File: src/design/rqd_pkg.sv
// ----------------------------------------------------------------------------
// rqd_pkg: shared definitions of the requantized rounded division block
// Register indexes, widths and the slot record that moves down the
// divider's chain of cells.
// ----------------------------------------------------------------------------
`default_nettype none
package rqd_pkg;

   localparam int unsigned WordWidth = 32;
   localparam int unsigned WideWidth = 64;
   localparam int unsigned AddrWidth = 5;

   localparam logic [2:0] REG_DELTA = 3'd0;
   localparam logic [2:0] REG_EPS   = 3'd1;
   localparam logic [2:0] REG_ETA   = 3'd2;
   localparam logic [2:0] REG_MUL   = 3'd3;
   localparam logic [2:0] REG_ADD   = 3'd4;
   localparam logic [2:0] REG_SHIFT = 3'd5;

   localparam logic signed [31:0] ClampLow  = -32'sd128;
   localparam logic signed [31:0] ClampHigh = 32'sd127;

   // One item as it passes through the restoring divider.
   typedef struct packed {
      logic                 valid;
      logic                 last;
      logic                 zero;
      logic                 neg;
      logic [WideWidth-1:0] rem;
      logic [WideWidth-1:0] dq;
      logic [WideWidth-1:0] divisor;
   } div_slot_type;

endpackage
`default_nettype wire

File: src/design/rqd_requant.sv
// ----------------------------------------------------------------------------
// rqd_requant: requantization of the divider's quotient
// Restores the sign, multiplies, adds the offset and rounding term, shifts
// arithmetically and clamps to int8; the shift and the clamp share the last stage.
// ----------------------------------------------------------------------------
`default_nettype none
module rqd_requant (
   input  wire                        clock,
   input  wire                        reset,
   input  rqd_pkg::div_slot_type      slot_in,
   input  wire  [31:0]                mul_cfg,
   input  wire  [31:0]                add_cfg,
   input  wire  [4:0]                 shift_cfg,
   output logic                       valid_out,
   output logic [7:0]                 quotient_out,
   output logic                       zero_out,
   output logic                       last_out
);
   import rqd_pkg::*;

   logic [3:0]             valid_ff;
   logic [3:0]             zero_ff;
   logic [3:0]             last_ff;
   logic [WordWidth-1:0]   q_ff;
   logic [WordWidth-1:0]   prod_ff;
   logic [WordWidth-1:0]   t_ff;
   logic [7:0]             res_ff;
   logic [WordWidth-1:0]   q_in;
   logic [WideWidth-1:0]   prod_wide;
   logic [WordWidth-1:0]   rnd;
   logic signed [WordWidth-1:0] r;
   logic [7:0]             res_in;

   always_comb begin
      q_in      = slot_in.neg ? (32'd0 - slot_in.dq[WordWidth-1:0])
                              : slot_in.dq[WordWidth-1:0];
      prod_wide = q_ff * mul_cfg;
      rnd       = (shift_cfg == 5'd0) ? 32'd0 : (32'd1 << (shift_cfg - 5'd1));
      r         = $signed(t_ff) >>> shift_cfg;
      if (zero_ff[2]) begin
         res_in = 8'd0;
      end else if (r < ClampLow) begin
         res_in = ClampLow[7:0];
      end else if (r > ClampHigh) begin
         res_in = ClampHigh[7:0];
      end else begin
         res_in = r[7:0];
      end
   end

   always_ff @(posedge clock) begin
      if (reset) begin
         valid_ff <= 4'd0;
      end else begin
         valid_ff <= {valid_ff[2:0], slot_in.valid};
      end
      zero_ff <= {zero_ff[2:0], slot_in.zero};
      last_ff <= {last_ff[2:0], slot_in.last};
      q_ff    <= q_in;
      prod_ff <= prod_wide[WordWidth-1:0];
      t_ff    <= prod_ff + add_cfg + rnd;
      res_ff  <= res_in;
   end

   assign valid_out    = valid_ff[3];
   assign quotient_out = res_ff;
   assign zero_out     = zero_ff[3];
   assign last_out     = last_ff[3];
endmodule
`default_nettype wire

File: config.mk
export PLATFORM = sky130hd
export DESIGN_NAME = rqd_requant
export DESIGN_NICKNAME = d
export VERILOG_FILES = /design/src/design/rqd_pkg.sv /design/src/design/rqd_requant.sv
export SDC_FILE = /design/constraint.sdc
export NUM_CORES = 2
export LEC_CHECK = 0
export BUFFER_PORTS_ARGS = -buffer_cell sky130_fd_sc_hd__buf_2
export CAP_MARGIN = 10
export CORE_MARGIN = 4
export CORE_UTILIZATION = 30
export DETAILED_ROUTE_END_ITERATION = 6
export PLACE_DENSITY = 0.57
export SLEW_MARGIN = 20
export SYNTH_ARGS = -nofsm -noshare
export SYNTH_HDL_FRONTEND = slang
export SYNTH_SLANG_ARGS = --single-unit
File: constraint.sdc
create_clock -name clock -period 9.6 [get_ports clock]
set_clock_uncertainty 0.1 [all_clocks]
set_input_delay 0.48 -clock clock [delete_from_list [all_inputs] [get_ports clock]]
set_output_delay 0.48 -clock clock [all_outputs]
set_load 0.1 [all_outputs]
==> results by group <==
Run status
  • Outcome: completed

Synth
  • Synth unique cells: 70
  • Yosys top cell area share: 39.0%
  • Simple logic cell fraction of the synthesized area: 16.9%
  • Largest family of logic cells by synthesized area: adder cells
  • Post-synthesis net count: 3301
  • Mux contribution to synthesized area: 4.17%
  • Top FF cell, synth: dfxtp_1
  • Syn Area/Cell: 9.27 µm²
  • Adder-Cell Fraction of Synth Area: 47.5%
  • Mapped cell area: 22600 µm²
  • Xor and xnor area share after synthesis: 5.54%
  • Seq/Total Area, Yosys: 10.3%
  • Post-synth EDFFs: 0
  • Largest cells by area after synthesis: fa_1 (39%), dfxtp_1 (10%), ha_1 (8.5%), and2_1 (7.9%), inv_1 (6.8%)
  • Compound-cell area share of the yosys netlist: 6.89%
  • Commonest cells in the netlist: fa_1 (440), inv_1 (407), nand2_1 (296)
  • Biggest area consumer among synthesized cells: fa_1
  • Most common cell in the netlist: fa_1
  • Synth async-reset ratio: 0%
  • Synth warn: 0
  • Synthesized instance count: 2440
  • FF+latch count, synth: 116

Routing
  • Post-route ant nets: 0
  • Initial DRC count: 740
  • # DRC: 0
  • Total Wirelength: 57700 µm
  • Routed len/inst: 16.7 µm
  • Vias per inst: 4.67
  • Via count: 16100
  • Drt first pass iters: 6

Final layout
  • Share of layout cells above drive strength 1: 8.21%
  • Area grow syn2layout: 8.96%
  • Net count of the finished layout: 3332
  • Sequential Area: 2330 µm²
  • Multi-input gate area: 18300 µm²
  • Post-layout util: 33.0%
  • Fillers: 7811
  • Antenna cells: 0

Hold path
  • Hold depth: 1
  • Worst hold path class: input pin to flip-flop
  • Hold Path Origin: slot_in[194]
  • Hold path endpoint: last_ff[0]

Worst setup path
  • Startpoint types: flip-flop
  • R2R Setup Slk: 1.58 ns
  • Crit path kind: flip-flop to flip-flop
  • R2r worst-path depth: 20
  • Capturing point of the worst reg2reg path: prod_ff[30]
  • CP Capture Type: flip-flop
  • Data arrival, critical path: 8.29 ns
  • WP data required: 9.86 ns
  • Crit path max fanout: 19
  • Worst r2r src: q_ff[13]

Timing
  • RSZ-0062 raised after global routing: no
  • Relative slew slack: 31.2%
  • Crit path time final: 8.02 ns
  • Fin. Hold Viols: 0
  • Final setup viols: 0
  • Final worst path period share: 83.6%
  • Slew Viols, Final: 0
  • Fmax achieved: 0.125 GHz
  • Setup TNS: 0 ns
  • Slew at the pin closest to its max-slew limit: 1.03 ns

Global route
  • Vias in the first global route: 17400
  • Initial antenna violation count: 1
  • GRT overflow: 0
  • First-pass GRT wire length: 94700 µm
  • Largest net degree at the start of global routing: 53
  • Total track usage: 15.0%

Clock tree
  • Cts hold-fix bufs: 0
  • # resized after CTS: 0
  • Setup Fix Bufs, Post-CTS: 0
  • CTS Sinks: 116
  • Total CTS buffers: 17
  • Clock Latency Late Sink: 0.44 ns
  • Clk buf depth: 2
  • Root buffer cell: clkbuf_16
  • Worst-path clk slew: 0.07 ns
  • Clock H-tree levels: 4
  • CTS tree: done

Floorplan
  • Core Region: 74600 µm²
  • DIE WIDTH: 283 µm
  • Initial Util: 30.3%
  • Die ar.: 79800 µm²
  • # IOs: 278
  • Row count: 100
  • Die H: 283 µm

Place
  • GPL Wtd Cong: 0.824
  • PortBufs: 117
  • DPL Wire Length: 46600 µm

Flow run
  • Max Cap Viol: 0
-- critical path: stages (launching register included) --
cell and delay [ns]:
dfxtp_1 0.96, nand2_1 0.20, fa_1 0.55, fa_1 0.52, inv_1 0.05, fa_1 0.50, inv_1 0.05, fa_1 0.46
fa_1 0.49, fa_1 0.54, inv_1 0.05, fa_1 0.49, fa_1 0.41, ha_1 0.38, o2bb2ai_1 0.19, a311oi_1 0.40
nor4_1 0.10, a2111oi_0 0.83, o21ai_0 0.24, a41oi_1 0.29, xnor2_1 0.13
-- how the worst max path moves through the flow --
stage,startpoint,end,cells past startpoint
after floorplan,mul_cfg[2],prod_ff[26],22
after global placement,q_ff[8],prod_ff[30],22
after detailed placement,mul_cfg[6],prod_ff[26],22
after CTS,q_ff[13],prod_ff[26],20
after global routing,q_ff[8],prod_ff[30],22
final,q_ff[13],prod_ff[30],20
-- routing by layer --
metal,global-route usage [%],part of all wire [%]
met5,0,0
met4,2.93,1.6
met3,3.00,5.7
met2,24.7,46
met1,20.8,47
-- stage by stage --
step	setup WS [ns]	instance area [µm²]	hold slack (ns)	instances
5_1_grt	1.07	24600	0.00601	3453
4_1_cts	1.53	24600	0.00142	3453
2_1_floorplan	2.29	22600	0.210	2440
3_3_place_gp	1.62	24100	0.213	3421
6_report	1.58	24600	0.0292	3453
3_5_place_dp	1.52	24100	0.212	3421
-- sequential cells by signal, summed over array words and instances, names as in the netlist --
signal,cells
prod_ff,32
q_ff,32
t_ff,32
quotient_out,8
last_ff,4
valid_ff,4
zero_ff,4
-- kinds of logic (layout without fill, tap and decap cells) --
group                    count (synthesis)  after routing
AO/OA/AOI/OAI                          231            231
XOR/XNOR                               143            143
adder cells (fa/ha/maj)                594            594
buffers and inverters                  526            570
flip-flops                             116            116
multiplexers                            77             77
AND/OR/NAND/NOR                        753            753
-- layout by cell type (no fill, tap or decap), types with 25 or more instances in the layout --
master / n
xnor2_1: 115
nand2_1: 296
buf_2: 117
dfxtp_1: 112
and2_1: 285
fa_1: 440
a21oi_1: 54
a21o_1: 25
nor2_1: 69
inv_1: 407
xor2_1: 28
o21ai_0: 43
ha_1: 154
mux2i_1: 56
-- area by class of cell --
class	count	area share [%]
tap	969	4.92
sequential	116	9.45
clock inverter	15	0.635
clock buffer	17	1.73
multi-input combinational	1798	74.3
timing repair buffer	130	2.77
inverter	408	6.22
Power is not shown: default switching activity piles up to over one toggle a cycle in this logic, so the estimate is an artifact.
