### config.mk
export PLATFORM = sky130hd
export DESIGN_NAME = rqd_div_cell
export DESIGN_NICKNAME = d
export VERILOG_FILES = /design/src/design/rqd_pkg.sv /design/src/design/rqd_div_cell.sv
export SDC_FILE = /design/constraint.sdc
export NUM_CORES = 1
export LEC_CHECK = 0
export BUFFER_PORTS_ARGS = -buffer_cell sky130_fd_sc_hd__buf_2
export CORE_ASPECT_RATIO = 0.6
export CORE_MARGIN = 2
export CORE_UTILIZATION = 33
export DETAILED_ROUTE_END_ITERATION = 16
export PLACE_DENSITY_LB_ADDON = 0.25
export REMOVE_ABC_BUFFERS = 1
export SLEW_MARGIN = 20
export SYNTH_ARGS = -nofsm -noshare
export SYNTH_HDL_FRONTEND = slang
export SYNTH_SLANG_ARGS = --single-unit
### constraint.sdc
create_clock -name clock -period 11.16 [get_ports clock]
set_clock_uncertainty 0.1 [all_clocks]
set_input_delay 2.232 -clock clock [delete_from_list [all_inputs] [get_ports clock]]
set_output_delay 2.232 -clock clock [all_outputs]
set_load 0.005 [all_outputs]
### src/design/rqd_pkg.sv
// ----------------------------------------------------------------------------
// rqd_pkg: shared definitions of the requantized rounded division block
// Register indexes, widths and the slot record that moves down the
// divider's chain of cells.
// ----------------------------------------------------------------------------
`default_nettype none
package rqd_pkg;

   localparam int unsigned WordWidth = 32;
   localparam int unsigned WideWidth = 64;
   localparam int unsigned AddrWidth = 5;

   localparam logic [2:0] REG_DELTA = 3'd0;
   localparam logic [2:0] REG_EPS   = 3'd1;
   localparam logic [2:0] REG_ETA   = 3'd2;
   localparam logic [2:0] REG_MUL   = 3'd3;
   localparam logic [2:0] REG_ADD   = 3'd4;
   localparam logic [2:0] REG_SHIFT = 3'd5;

   localparam logic signed [31:0] ClampLow  = -32'sd128;
   localparam logic signed [31:0] ClampHigh = 32'sd127;

   // One item as it passes through the restoring divider.
   typedef struct packed {
      logic                 valid;
      logic                 last;
      logic                 zero;
      logic                 neg;
      logic [WideWidth-1:0] rem;
      logic [WideWidth-1:0] dq;
      logic [WideWidth-1:0] divisor;
   } div_slot_type;

endpackage
`default_nettype wire

### src/design/rqd_div_cell.sv
// ----------------------------------------------------------------------------
// rqd_div_cell: one step of the restoring divider
// Takes one dividend bit into the partial remainder, compares against the
// divisor, shifts in one quotient bit and registers the slot for the next cell.
// ----------------------------------------------------------------------------
`default_nettype none
module rqd_div_cell (
   input  wire                        clock,
   input  wire                        reset,
   input  rqd_pkg::div_slot_type      slot_in,
   output rqd_pkg::div_slot_type      slot_out
);
   import rqd_pkg::*;

   div_slot_type           slot_ff;
   div_slot_type           slot_in_c;
   logic [WideWidth-1:0]   shifted;
   logic                   fits;

   always_comb begin
      // For a nonzero divisor the remainder stays below the divisor, so its top bit is always clear.
      shifted   = {slot_in.rem[WideWidth-2:0], slot_in.dq[WideWidth-1]};
      fits      = (shifted >= slot_in.divisor);
      slot_in_c = slot_in;
      slot_in_c.rem = fits ? (shifted - slot_in.divisor) : shifted;
      slot_in_c.dq  = {slot_in.dq[WideWidth-2:0], fits};
   end

   always_ff @(posedge clock) begin
      if (reset) begin
         slot_ff.valid <= 1'b0;
      end else begin
         slot_ff.valid <= slot_in_c.valid;
      end
      slot_ff.last    <= slot_in_c.last;
      slot_ff.zero    <= slot_in_c.zero;
      slot_ff.neg     <= slot_in_c.neg;
      slot_ff.rem     <= slot_in_c.rem;
      slot_ff.dq      <= slot_in_c.dq;
      slot_ff.divisor <= slot_in_c.divisor;
   end

   assign slot_out = slot_ff;
endmodule
`default_nettype wire

==> summary.md, run 1 <==
| Metric | Value |
|---|---|
| Final net count | `1,623` |
| Worst Path Max Fanout | `70` |
| Critical path, cell by cell | `buf_2, inv_1, ha_1, a21o_1, a21oi_1, o21ai_0, o41ai_1, o211ai_1, a211oi_1, o31a_2, buf_4, inv_2, mux2_2` |
| Cell Rows | `46` |
| Routing layer with the top usage in global route | `met1` |
| Pin count of the biggest net entering global routing | `71` |
| Mapped cell area | `8720 um2` |
| Slowest CP cell | `sky130_fd_sc_hd__o31a_2` |
| Post-synthesis to final-layout area growth | `32.5%` |
| TritonRoute pass-1 iters | `5` |
| Maximum achievable frequency | `159 MHz` |
| Met2 layer usage reported by global route | `0.268` |
| EDFF count, synth | `0` |
| Number of global-route vias before repair | `7,532` |
| Most common cell after layout, fill and taps aside | `sky130_fd_sc_hd__buf_2` |
| DIE AREA | `27,800 um2` |
| Detailed-route DRC error count | `0` |
| Biggest area consumer among synthesized cells | `sky130_fd_sc_hd__dfxtp_1` |
| Result of the run | `finished, final reports clean` |
| Distinct cell type count of the synthesized netlist | `62` |
| Clock Sink Count | `196` |
| Mean instance size in the synthesized netlist | `8.83 um2` |
| Beginning of the worst hold path | `slot_in[100]` |
| Overall power after layout | `1840 uW` |
| Detailed router's first-iteration violation count | `728` |
| Share of flip-flops with an asynchronous set or reset after synthesis | `0` |
| I/O Buffers | `392` |
| Fillers | `2,642` |
| Number of buffers inserted for hold repair after clock tree synthesis | `0` |
| Final standard cell count with taps included and fillers excluded | `1,737` |
| Area of the multi-input gates | `4330 um2` |
| Starting Density | `0.333` |
| Max-cap violations | `0` |
| P_leak | `0.00584 uW` |
| Power density relative to cell area | `159 nW/um2` |
| CTS max path bufs | `2` |
| Global routing usage summed across all routing layers | `0.209` |
| Transition time at the pin with the least slew margin | `0.991 ns` |
| Antenna violation net count after detailed routing | `0` |
| Count of synthesis-stage warnings from yosys | `0` |
| Routing usage on met1 | `0.318` |
| TritonCTS clock tree | `built` |
| Gate Count Post-Synth | `988` |
| Largest incremental delay on the critical path | `0.84 ns` |
| Met3 Track Usage GR | `0.0878` |
| Period Utilization, post-route | `0.563` |
| Worst setup path start | `slot_in[49]` |
| Summed negative setup slack over all endpoints | `0 ns` |
| Placeable core area | `26,200 um2` |
| Commonest non-fill, non-tap cells in the layout | `sky130_fd_sc_hd__buf_2 (392), sky130_fd_sc_hd__dfxtp_1 (196), sky130_fd_sc_hd__nand2_1 (124), sky130_fd_sc_hd__o21ai_0 (100), sky130_fd_sc_hd__a21oi_1 (74)` |
| CTS resizes | `0` |
| Setup repair bufs after CTS | `0` |
| Initial antenna violation count | `9` |
| Root cell of the clock tree | `sky130_fd_sc_hd__clkbuf_16` |
| Avg Vias per Cell | `4.81` |
| Most common flop cell mapped by yosys | `sky130_fd_sc_hd__dfxtp_1` |
| Global-route wire length before repair | `43.4 mm` |
| Number of buffer and inverter stages on the critical path | `4` |
| Final Routed Wirelength | `30.0 mm` |
| CP arrival | `6.52 ns` |
| Final critical-path required period | `6.28 ns` |
| Detailed-route via count | `8,348` |
| I/O pins | `394` |
| Inserted Clock Buffers | `17` |
| Final setup violating endpoints | `0` |
| CTS H-Tree Depth | `4` |
| Start-to-end type of the worst setup path | `primary input to flip-flop` |
| Clock slew at reported path FFs | `0.08 ns` |
| Placer congestion estimate | `0.920` |
| Data required, critical path | `11.40 ns` |
| Share of synthesized area occupied by flip-flops and latches | `0.450` |
| Worst Hold Class | `primary input to flip-flop` |
| DIE WIDTH | `214 um` |
| Hold Violations, Final | `0` |
| Largest delay share family, worst path | `compound AO/OA/AOI/OAI gates` |
| Number of placed instances, taps included | `1,701` |
| Maximum vdd drop | `119 uV` |
| Unrepaired setup endpoints after global routing | `no` |
| Leading post-synthesis cells by cell area | `sky130_fd_sc_hd__dfxtp_1 (45%), sky130_fd_sc_hd__ha_1 (9.2%), sky130_fd_sc_hd__o21ai_0 (5.7%)` |
| Layout cell share with drive strength beyond 1 | `0.320` |
| Floorplan die height | `130 um` |
| Flip-flop and latch count after synthesis | `196` |
| Total congestion overflow | `0` |
| Slew headroom | `0.339` |
| Post-synth top area share | `0.450` |
| Endpoint class of the critical path | `flip-flop` |
| Max reg flops | `196` |
| Post-DP HPWL | `24.8 mm` |
| Startpoint Class | `primary input` |
| Number of max-slew violations in the final report | `0` |
| Area taken by flip-flops and latches | `3920 um2` |
| Routed wire per std cell | `17.3 um` |
==> through the flow <==
step | setup WS, ns | utilization | hold WS, ns | instance area, um2
3_3_place_gp | 4.50 | 0.418 | 2.23 | 10900
2_1_floorplan | 4.49 | - | 2.16 | 8530
3_5_place_dp | 4.44 | 0.418 | 2.24 | 10900
6_report | 4.88 | 0.441 | 1.77 | 11600
5_1_grt | 4.55 | 0.441 | 1.74 | 11500
4_1_cts | 4.92 | 0.441 | 1.75 | 11500
==> power breakdown <==
group	internal [uW]	switching, uW	leakage (uW)
combinational	180	248	0.00389
sequential	767	15.8	0.00165
clock	304	322	0.000294
==> path summary, 6_finish.rpt <==
path / end / slack, ns / cells past startpoint
worst min-delay path: slot_out[101] / 1.77 / 1
worst max-delay path: slot_out[172] / 4.88 / 13
==> logic make-up after synthesis <==
family | Yosys count | synth area share
multiplexers | 5 | 0.00631
AO/OA/AOI/OAI | 279 | 0.194
AND/OR/NAND/NOR | 272 | 0.143
buffers and inverters | 113 | 0.0539
flip-flops | 196 | 0.450
adder cells (fa/ha/maj) | 65 | 0.0941
XOR/XNOR | 58 | 0.0582
==> synth_stat cells (10+ instances only) <==
master / n
sky130_fd_sc_hd__nand3_1: 11
sky130_fd_sc_hd__nor2_1: 51
sky130_fd_sc_hd__dfxtp_1: 196
sky130_fd_sc_hd__clkbuf_1: 13
sky130_fd_sc_hd__nand2b_1: 10
sky130_fd_sc_hd__a21oi_1: 74
sky130_fd_sc_hd__xnor2_1: 31
sky130_fd_sc_hd__inv_1: 72
sky130_fd_sc_hd__xor2_1: 27
sky130_fd_sc_hd__buf_2: 21
sky130_fd_sc_hd__o21ai_0: 100
sky130_fd_sc_hd__a21o_1: 41
sky130_fd_sc_hd__ha_1: 64
sky130_fd_sc_hd__nand2_1: 124
sky130_fd_sc_hd__nand4_1: 22
sky130_fd_sc_hd__nor3_1: 17
==> final cells by class <==
class                           count  share of cell area
Tap cell                          360              0.0390
Timing Repair Buffer              393               0.170
Clock buffer                       17              0.0368
Sequential cell                   196               0.340
Clock inverter                     15              0.0152
Antenna cell                        4            0.000866
Multi-Input combinational cell    679               0.375
Inverter                           73              0.0237
==> routing by layer <==
layer / up-vias / part of all wire
met3: 26 / 0.11
li1: 4161 / -
met2: 343 / 0.38
met5: - / 0.0026
met4: 12 / 0.0066
met1: 3806 / 0.50
Power figures use the tool's default switching activity.
==> run 2: changes to the inputs <==
clock period = 5.6 ns   (was 11.16 ns; I/O delays follow)
==> summary.md, run 2 (synthesis results as in run 1) <==
| Metric | Value |
|---|---|
| Result of the run | `finished, final reports clean (unchanged)` |
| Period Utilization, post-route | `0.783` |
| I/O pins | `394 (unchanged)` |
| Maximum vdd drop | `169 uV (was 119 uV)` |
| Most common cell after layout, fill and taps aside | `sky130_fd_sc_hd__buf_2 (unchanged)` |
| Commonest non-fill, non-tap cells in the layout | `sky130_fd_sc_hd__buf_2 (392), sky130_fd_sc_hd__dfxtp_1 (196), sky130_fd_sc_hd__nand2_1 (124), sky130_fd_sc_hd__o21ai_0 (100), sky130_fd_sc_hd__a21oi_1 (74) (unchanged)` |
| Setup repair bufs after CTS | `0 (unchanged)` |
| Root cell of the clock tree | `sky130_fd_sc_hd__clkbuf_16 (unchanged)` |
| Transition time at the pin with the least slew margin | `0.711 ns (was 0.991 ns)` |
| P_leak | `0.00587 uW (was 0.00584 uW)` |
| Cell Rows | `46 (unchanged)` |
| Final setup violating endpoints | `0 (unchanged)` |
| Detailed-route DRC error count | `0 (unchanged)` |
| Routed wire per std cell | `17.4 um (was 17.3 um)` |
| Placeable core area | `26,200 um2 (unchanged)` |
| Number of max-slew violations in the final report | `0 (unchanged)` |
| Placer congestion estimate | `0.908 (was 0.920)` |
| Power density relative to cell area | `322 nW/um2 (was 159 nW/um2)` |
| Endpoint class of the critical path | `flip-flop (unchanged)` |
| Max reg flops | `196 (unchanged)` |
| Unrepaired setup endpoints after global routing | `no (unchanged)` |
| Max-cap violations | `0 (unchanged)` |
| Hold Violations, Final | `0 (unchanged)` |
| CTS resizes | `0 (unchanged)` |
| Avg Vias per Cell | `4.81 (about the same)` |
| Summed negative setup slack over all endpoints | `0 ns (unchanged)` |
| Initial antenna violation count | `13 (was 9)` |
| Global routing usage summed across all routing layers | `0.214 (was 0.209)` |
| I/O Buffers | `392 (unchanged)` |
| Data required, critical path | `5.88 ns (was 11.40 ns)` |
| CP arrival | `4.66 ns (was 6.52 ns)` |
| Worst Hold Class | `primary input to flip-flop (unchanged)` |
| TritonCTS clock tree | `built (unchanged)` |
| DIE WIDTH | `214 um (unchanged)` |
| Maximum achievable frequency | `228 MHz` |
| Total congestion overflow | `0 (unchanged)` |
| Startpoint Class | `primary input (unchanged)` |
| CTS max path bufs | `2 (unchanged)` |
| Detailed-route via count | `8,385 (was 8,348)` |
| TritonRoute pass-1 iters | `5 (unchanged)` |
| Antenna violation net count after detailed routing | `0 (unchanged)` |
| Starting Density | `0.333 (unchanged)` |
| Slew headroom | `0.522 (was 0.339)` |
| Layout cell share with drive strength beyond 1 | `0.321 (was 0.320)` |
| Final net count | `1,627 (was 1,623)` |
| Global-route wire length before repair | `44.4 mm (was 43.4 mm)` |
| Final Routed Wirelength | `30.4 mm (was 30.0 mm)` |
| Worst Path Max Fanout | `34 (was 70)` |
| DIE AREA | `27,800 um2 (unchanged)` |
| Final critical-path required period | `4.38 ns` |
| Clock slew at reported path FFs | `0.08 ns (about the same)` |
| Detailed router's first-iteration violation count | `680 (was 728)` |
| Start-to-end type of the worst setup path | `primary input to flip-flop (unchanged)` |
| Clock Sink Count | `196 (unchanged)` |
| Number of buffers inserted for hold repair after clock tree synthesis | `0 (unchanged)` |
| Floorplan die height | `130 um (unchanged)` |
| CTS H-Tree Depth | `4 (unchanged)` |
| Number of global-route vias before repair | `7,686 (was 7,532)` |
| Post-DP HPWL | `25.2 mm (was 24.8 mm)` |
| Inserted Clock Buffers | `17 (unchanged)` |
| Pin count of the biggest net entering global routing | `35 (was 71)` |
| Tightest hold margin | `0.660 ns (was 1.77 ns)` |
| Post-synthesis to final-layout area growth | `33.4% (was 32.5%)` |
==> run 2: where the power goes <==
| group | internal (uW) | switching [uW] |
|---|---|---|
| clock | 691 | 630 |
| combinational | 363 | 500 |
| sequential | 1530 | 29.1 |
==> run 2: worst paths after layout <==
check | startpoint | cells past startpoint | endpoint
setup / recovery | slot_in[49] | 13 | slot_out[128]
hold / removal | slot_in[109] | 1 | slot_out[110]
==> run 2: routing by layer <==
metal	routed length [um]	GRT usage	vias up	part of all wire
li1	-	-	4165	-
met1	15100	0.317	3816	0.50
met2	11500	0.277	353	0.38
met3	3260	0.0915	35	0.11
met4	343	0.0519	16	0.011
met5	112	0	-	0.0037
==> run 2: final cells by class <==
| type | instances | area (um2) |
|---|---|---|
| Fill cell | 2655 | 14600 |
| Multi-Input combinational cell | 679 | 4330 |
| Sequential cell | 196 | 3920 |
| Timing Repair Buffer | 397 | 2000 |
| Tap cell | 360 | 450 |
| Clock buffer | 18 | 429 |
| Inverter | 73 | 274 |
| Clock inverter | 14 | 210 |
| Antenna cell | 6 | 15.0 |
==> run 2: per-stage QoR <==
stage | utilization | std cells | instance area (um2) | power, uW | setup slack (ns)
after detailed placement | 0.419 | 1705 | 11000 | 2440 | 0.749
after global routing | 0.444 | 1738 | 11600 | 3940 | 0.874
after global placement | 0.419 | 1705 | 11000 | 2440 | 0.896
final | 0.444 | 1743 | 11600 | 3740 | 1.22
after CTS | 0.444 | 1737 | 11600 | 3770 | 1.20
after floorplan | - | 948 | 8530 | 2070 | 0.0376
==> run 2: worst max-delay path: stages <==
cell and delay [ns]:
sky130_fd_sc_hd__buf_2 0.08, sky130_fd_sc_hd__inv_1 0.03, sky130_fd_sc_hd__ha_1 0.36, sky130_fd_sc_hd__a21o_1 0.22, sky130_fd_sc_hd__a21oi_1 0.20, sky130_fd_sc_hd__o21ai_0 0.14, sky130_fd_sc_hd__o41ai_1 0.52, sky130_fd_sc_hd__o211ai_1 0.22
sky130_fd_sc_hd__a211oi_1 0.27, sky130_fd_sc_hd__o31a_2 0.64, sky130_fd_sc_hd__buf_4 0.34, sky130_fd_sc_hd__buf_4 0.28, sky130_fd_sc_hd__mux2i_1 0.22
==> run 3: changes to the inputs <==
clock period = 3.6 ns   (was 5.6 ns; I/O delays follow)
==> summary.md, run 3 (synthesis results as in run 1) <==
| Metric | Value |
|---|---|
| P_leak | `0.00657 uW (was 0.00587 uW)` |
| CTS max path bufs | `2 (unchanged)` |
| Layout cell share with drive strength beyond 1 | `0.388 (was 0.321)` |
| Maximum achievable frequency | `289 MHz` |
| Routed wire per std cell | `16.6 um (was 17.4 um)` |
| DIE AREA | `27,800 um2 (unchanged)` |
| Worst setup path start | `slot_in[2] (was slot_in[49])` |
| I/O Buffers | `392 (unchanged)` |
| Slew headroom | `0.577 (was 0.522)` |
| Placer congestion estimate | `0.951 (was 0.908)` |
| Number of global-route vias before repair | `8,234 (was 7,686)` |
| Pin count of the biggest net entering global routing | `32 (was 35)` |
| Initial antenna violation count | `8 (was 13)` |
| Final net count | `1,775 (was 1,627)` |
| Floorplan die height | `130 um (unchanged)` |
| Power density relative to cell area | `468 nW/um2 (was 322 nW/um2)` |
| Most common cell after layout, fill and taps aside | `sky130_fd_sc_hd__buf_2 (unchanged)` |
| Inserted Clock Buffers | `17 (unchanged)` |
| Start-to-end type of the worst setup path | `primary input to flip-flop (unchanged)` |
| Avg Vias per Cell | `4.70 (was 4.81)` |
| Global-route wire length before repair | `45.4 mm (was 44.4 mm)` |
| Maximum vdd drop | `277 uV (was 169 uV)` |
| Share of the core filled with cells in the final layout | `0.486 (was 0.444)` |
| Final Routed Wirelength | `31.3 mm (was 30.4 mm)` |
| Clock slew at reported path FFs | `0.08 ns (about the same)` |
| Startpoint Class | `primary input (unchanged)` |
| Period Utilization, post-route | `0.963` |
| Max reg flops | `196 (unchanged)` |
| Endpoint class of the critical path | `flip-flop (unchanged)` |
| Unrepaired setup endpoints after global routing | `no (unchanged)` |
| Commonest non-fill, non-tap cells in the layout | `sky130_fd_sc_hd__buf_2 (392), sky130_fd_sc_hd__dfxtp_1 (196), sky130_fd_sc_hd__buf_4 (152), sky130_fd_sc_hd__nand2_1 (124), sky130_fd_sc_hd__o21ai_0 (100) (was sky130_fd_sc_hd__buf_2 (392), sky130_fd_sc_hd__dfxtp_1 (196), sky130_fd_sc_hd__nand2_1 (124), sky130_fd_sc_hd__o21ai_0 (100), sky130_fd_sc_hd__a21oi_1 (74))` |
| TritonCTS clock tree | `built (unchanged)` |
| Placeable core area | `26,200 um2 (unchanged)` |
| Worst Hold Class | `primary input to flip-flop (unchanged)` |
| Detailed-route via count | `8,870 (was 8,385)` |
| Summed negative setup slack over all endpoints | `0 ns (unchanged)` |
| Data required, critical path | `3.86 ns (was 5.88 ns)` |
| Fillers | `2,557 (was 2,655)` |
| Global routing usage summed across all routing layers | `0.218 (was 0.214)` |
| Worst Path Max Fanout | `4 (was 34)` |
| Detailed router's first-iteration violation count | `742 (was 680)` |
| Final critical-path required period | `3.47 ns` |
| Number of max-slew violations in the final report | `0 (unchanged)` |
| Result of the run | `finished, final reports clean (unchanged)` |
| Clock Sink Count | `196 (unchanged)` |
| Final setup violating endpoints | `0 (unchanged)` |
| Post-DP HPWL | `26.3 mm (was 25.2 mm)` |
| Antenna violation net count after detailed routing | `0 (unchanged)` |
| Total congestion overflow | `0 (unchanged)` |
| Hold Violations, Final | `0 (unchanged)` |
| Cell Rows | `46 (unchanged)` |
| CTS H-Tree Depth | `4 (unchanged)` |
| Starting Density | `0.333 (unchanged)` |
| Post-synthesis to final-layout area growth | `46.0% (was 33.4%)` |
| I/O pins | `394 (unchanged)` |
| TritonRoute pass-1 iters | `5 (unchanged)` |
| Beginning of the worst hold path | `slot_in[74] (was slot_in[109])` |
| Overall power after layout | `5960 uW (was 3740 uW)` |
| CP arrival | `3.73 ns (was 4.66 ns)` |
| Transition time at the pin with the least slew margin | `0.628 ns (was 0.711 ns)` |
| DIE WIDTH | `214 um (unchanged)` |
| Number of buffers inserted for hold repair after clock tree synthesis | `0 (unchanged)` |
| Root cell of the clock tree | `sky130_fd_sc_hd__clkbuf_16 (unchanged)` |
| Detailed-route DRC error count | `0 (unchanged)` |
| Max-cap violations | `0 (unchanged)` |
## run 3: area by class of cell
cell class | count | area, um2 | area share
inverters | 73 | 274 | 0.0215
well taps | 360 | 450 | 0.0354
flip-flops and latches | 196 | 3920 | 0.308
clock buffers | 18 | 439 | 0.0345
multi-input cells | 679 | 4350 | 0.342
clock inverters | 13 | 166 | 0.0131
repair buffers | 545 | 3120 | 0.245
diodes | 4 | 10.0 | 0.000786
## run 3: worst max-delay path: stages
cell and delay (ns):
sky130_fd_sc_hd__buf_2 0.09, sky130_fd_sc_hd__inv_1 0.04, sky130_fd_sc_hd__ha_1 0.34, sky130_fd_sc_hd__nand3_1 0.15
sky130_fd_sc_hd__o21bai_1 0.23, sky130_fd_sc_hd__a21oi_1 0.39, sky130_fd_sc_hd__o31ai_1 0.15, sky130_fd_sc_hd__buf_4 0.16
sky130_fd_sc_hd__a21oi_2 0.27, sky130_fd_sc_hd__buf_4 0.20, sky130_fd_sc_hd__a21boi_1 0.10, sky130_fd_sc_hd__o21ai_0 0.36
sky130_fd_sc_hd__a21oi_1 0.16, sky130_fd_sc_hd__xor2_1 0.16, sky130_fd_sc_hd__o21ai_0 0.20
## run 3: path summary, 6_finish.rpt
check | endpoint | depth (start not counted)
hold / removal | slot_out[75] | 1
setup / recovery | slot_out[169] | 15
## run 3: repair_timing
action                     in CTS  in global routing
gates resized for setup         0                  3
setup buffers                   0                  1
setup endpoints to repair       0                  2
## run 3: per-stage QoR
step                hold WS (ns)  cell area [um2]  setup WS [ns]  instances
floorplan                  0.648             8530          -1.56        948
global placement           0.723            12100         -0.298       1852
detailed placement         0.724            12100         -0.329       1852
CTS                        0.233            12700          0.142       1883
global route               0.237            12700         0.0153       1884
finish                     0.259            12700          0.134       1888
## run 3: report_power, final
| part | internal (uW) | leakage, uW | switching [uW] |
|---|---|---|---|
| registers | 2380 | 0.00165 | 44.8 |
| logic | 743 | 0.00463 | 828 |
| clock network | 1010 | 0.000293 | 959 |
## run 3: per-layer routing
| layer | global-route usage | vias to the layer above | part of all wire |
|---|---|---|---|
| li1 | - | 4457 | - |
| met1 | 0.319 | 4003 | 0.50 |
| met2 | 0.294 | 361 | 0.38 |
| met3 | 0.0874 | 39 | 0.11 |
| met4 | 0.0531 | 10 | 0.011 |
| met5 | 0 | - | 0.0019 |
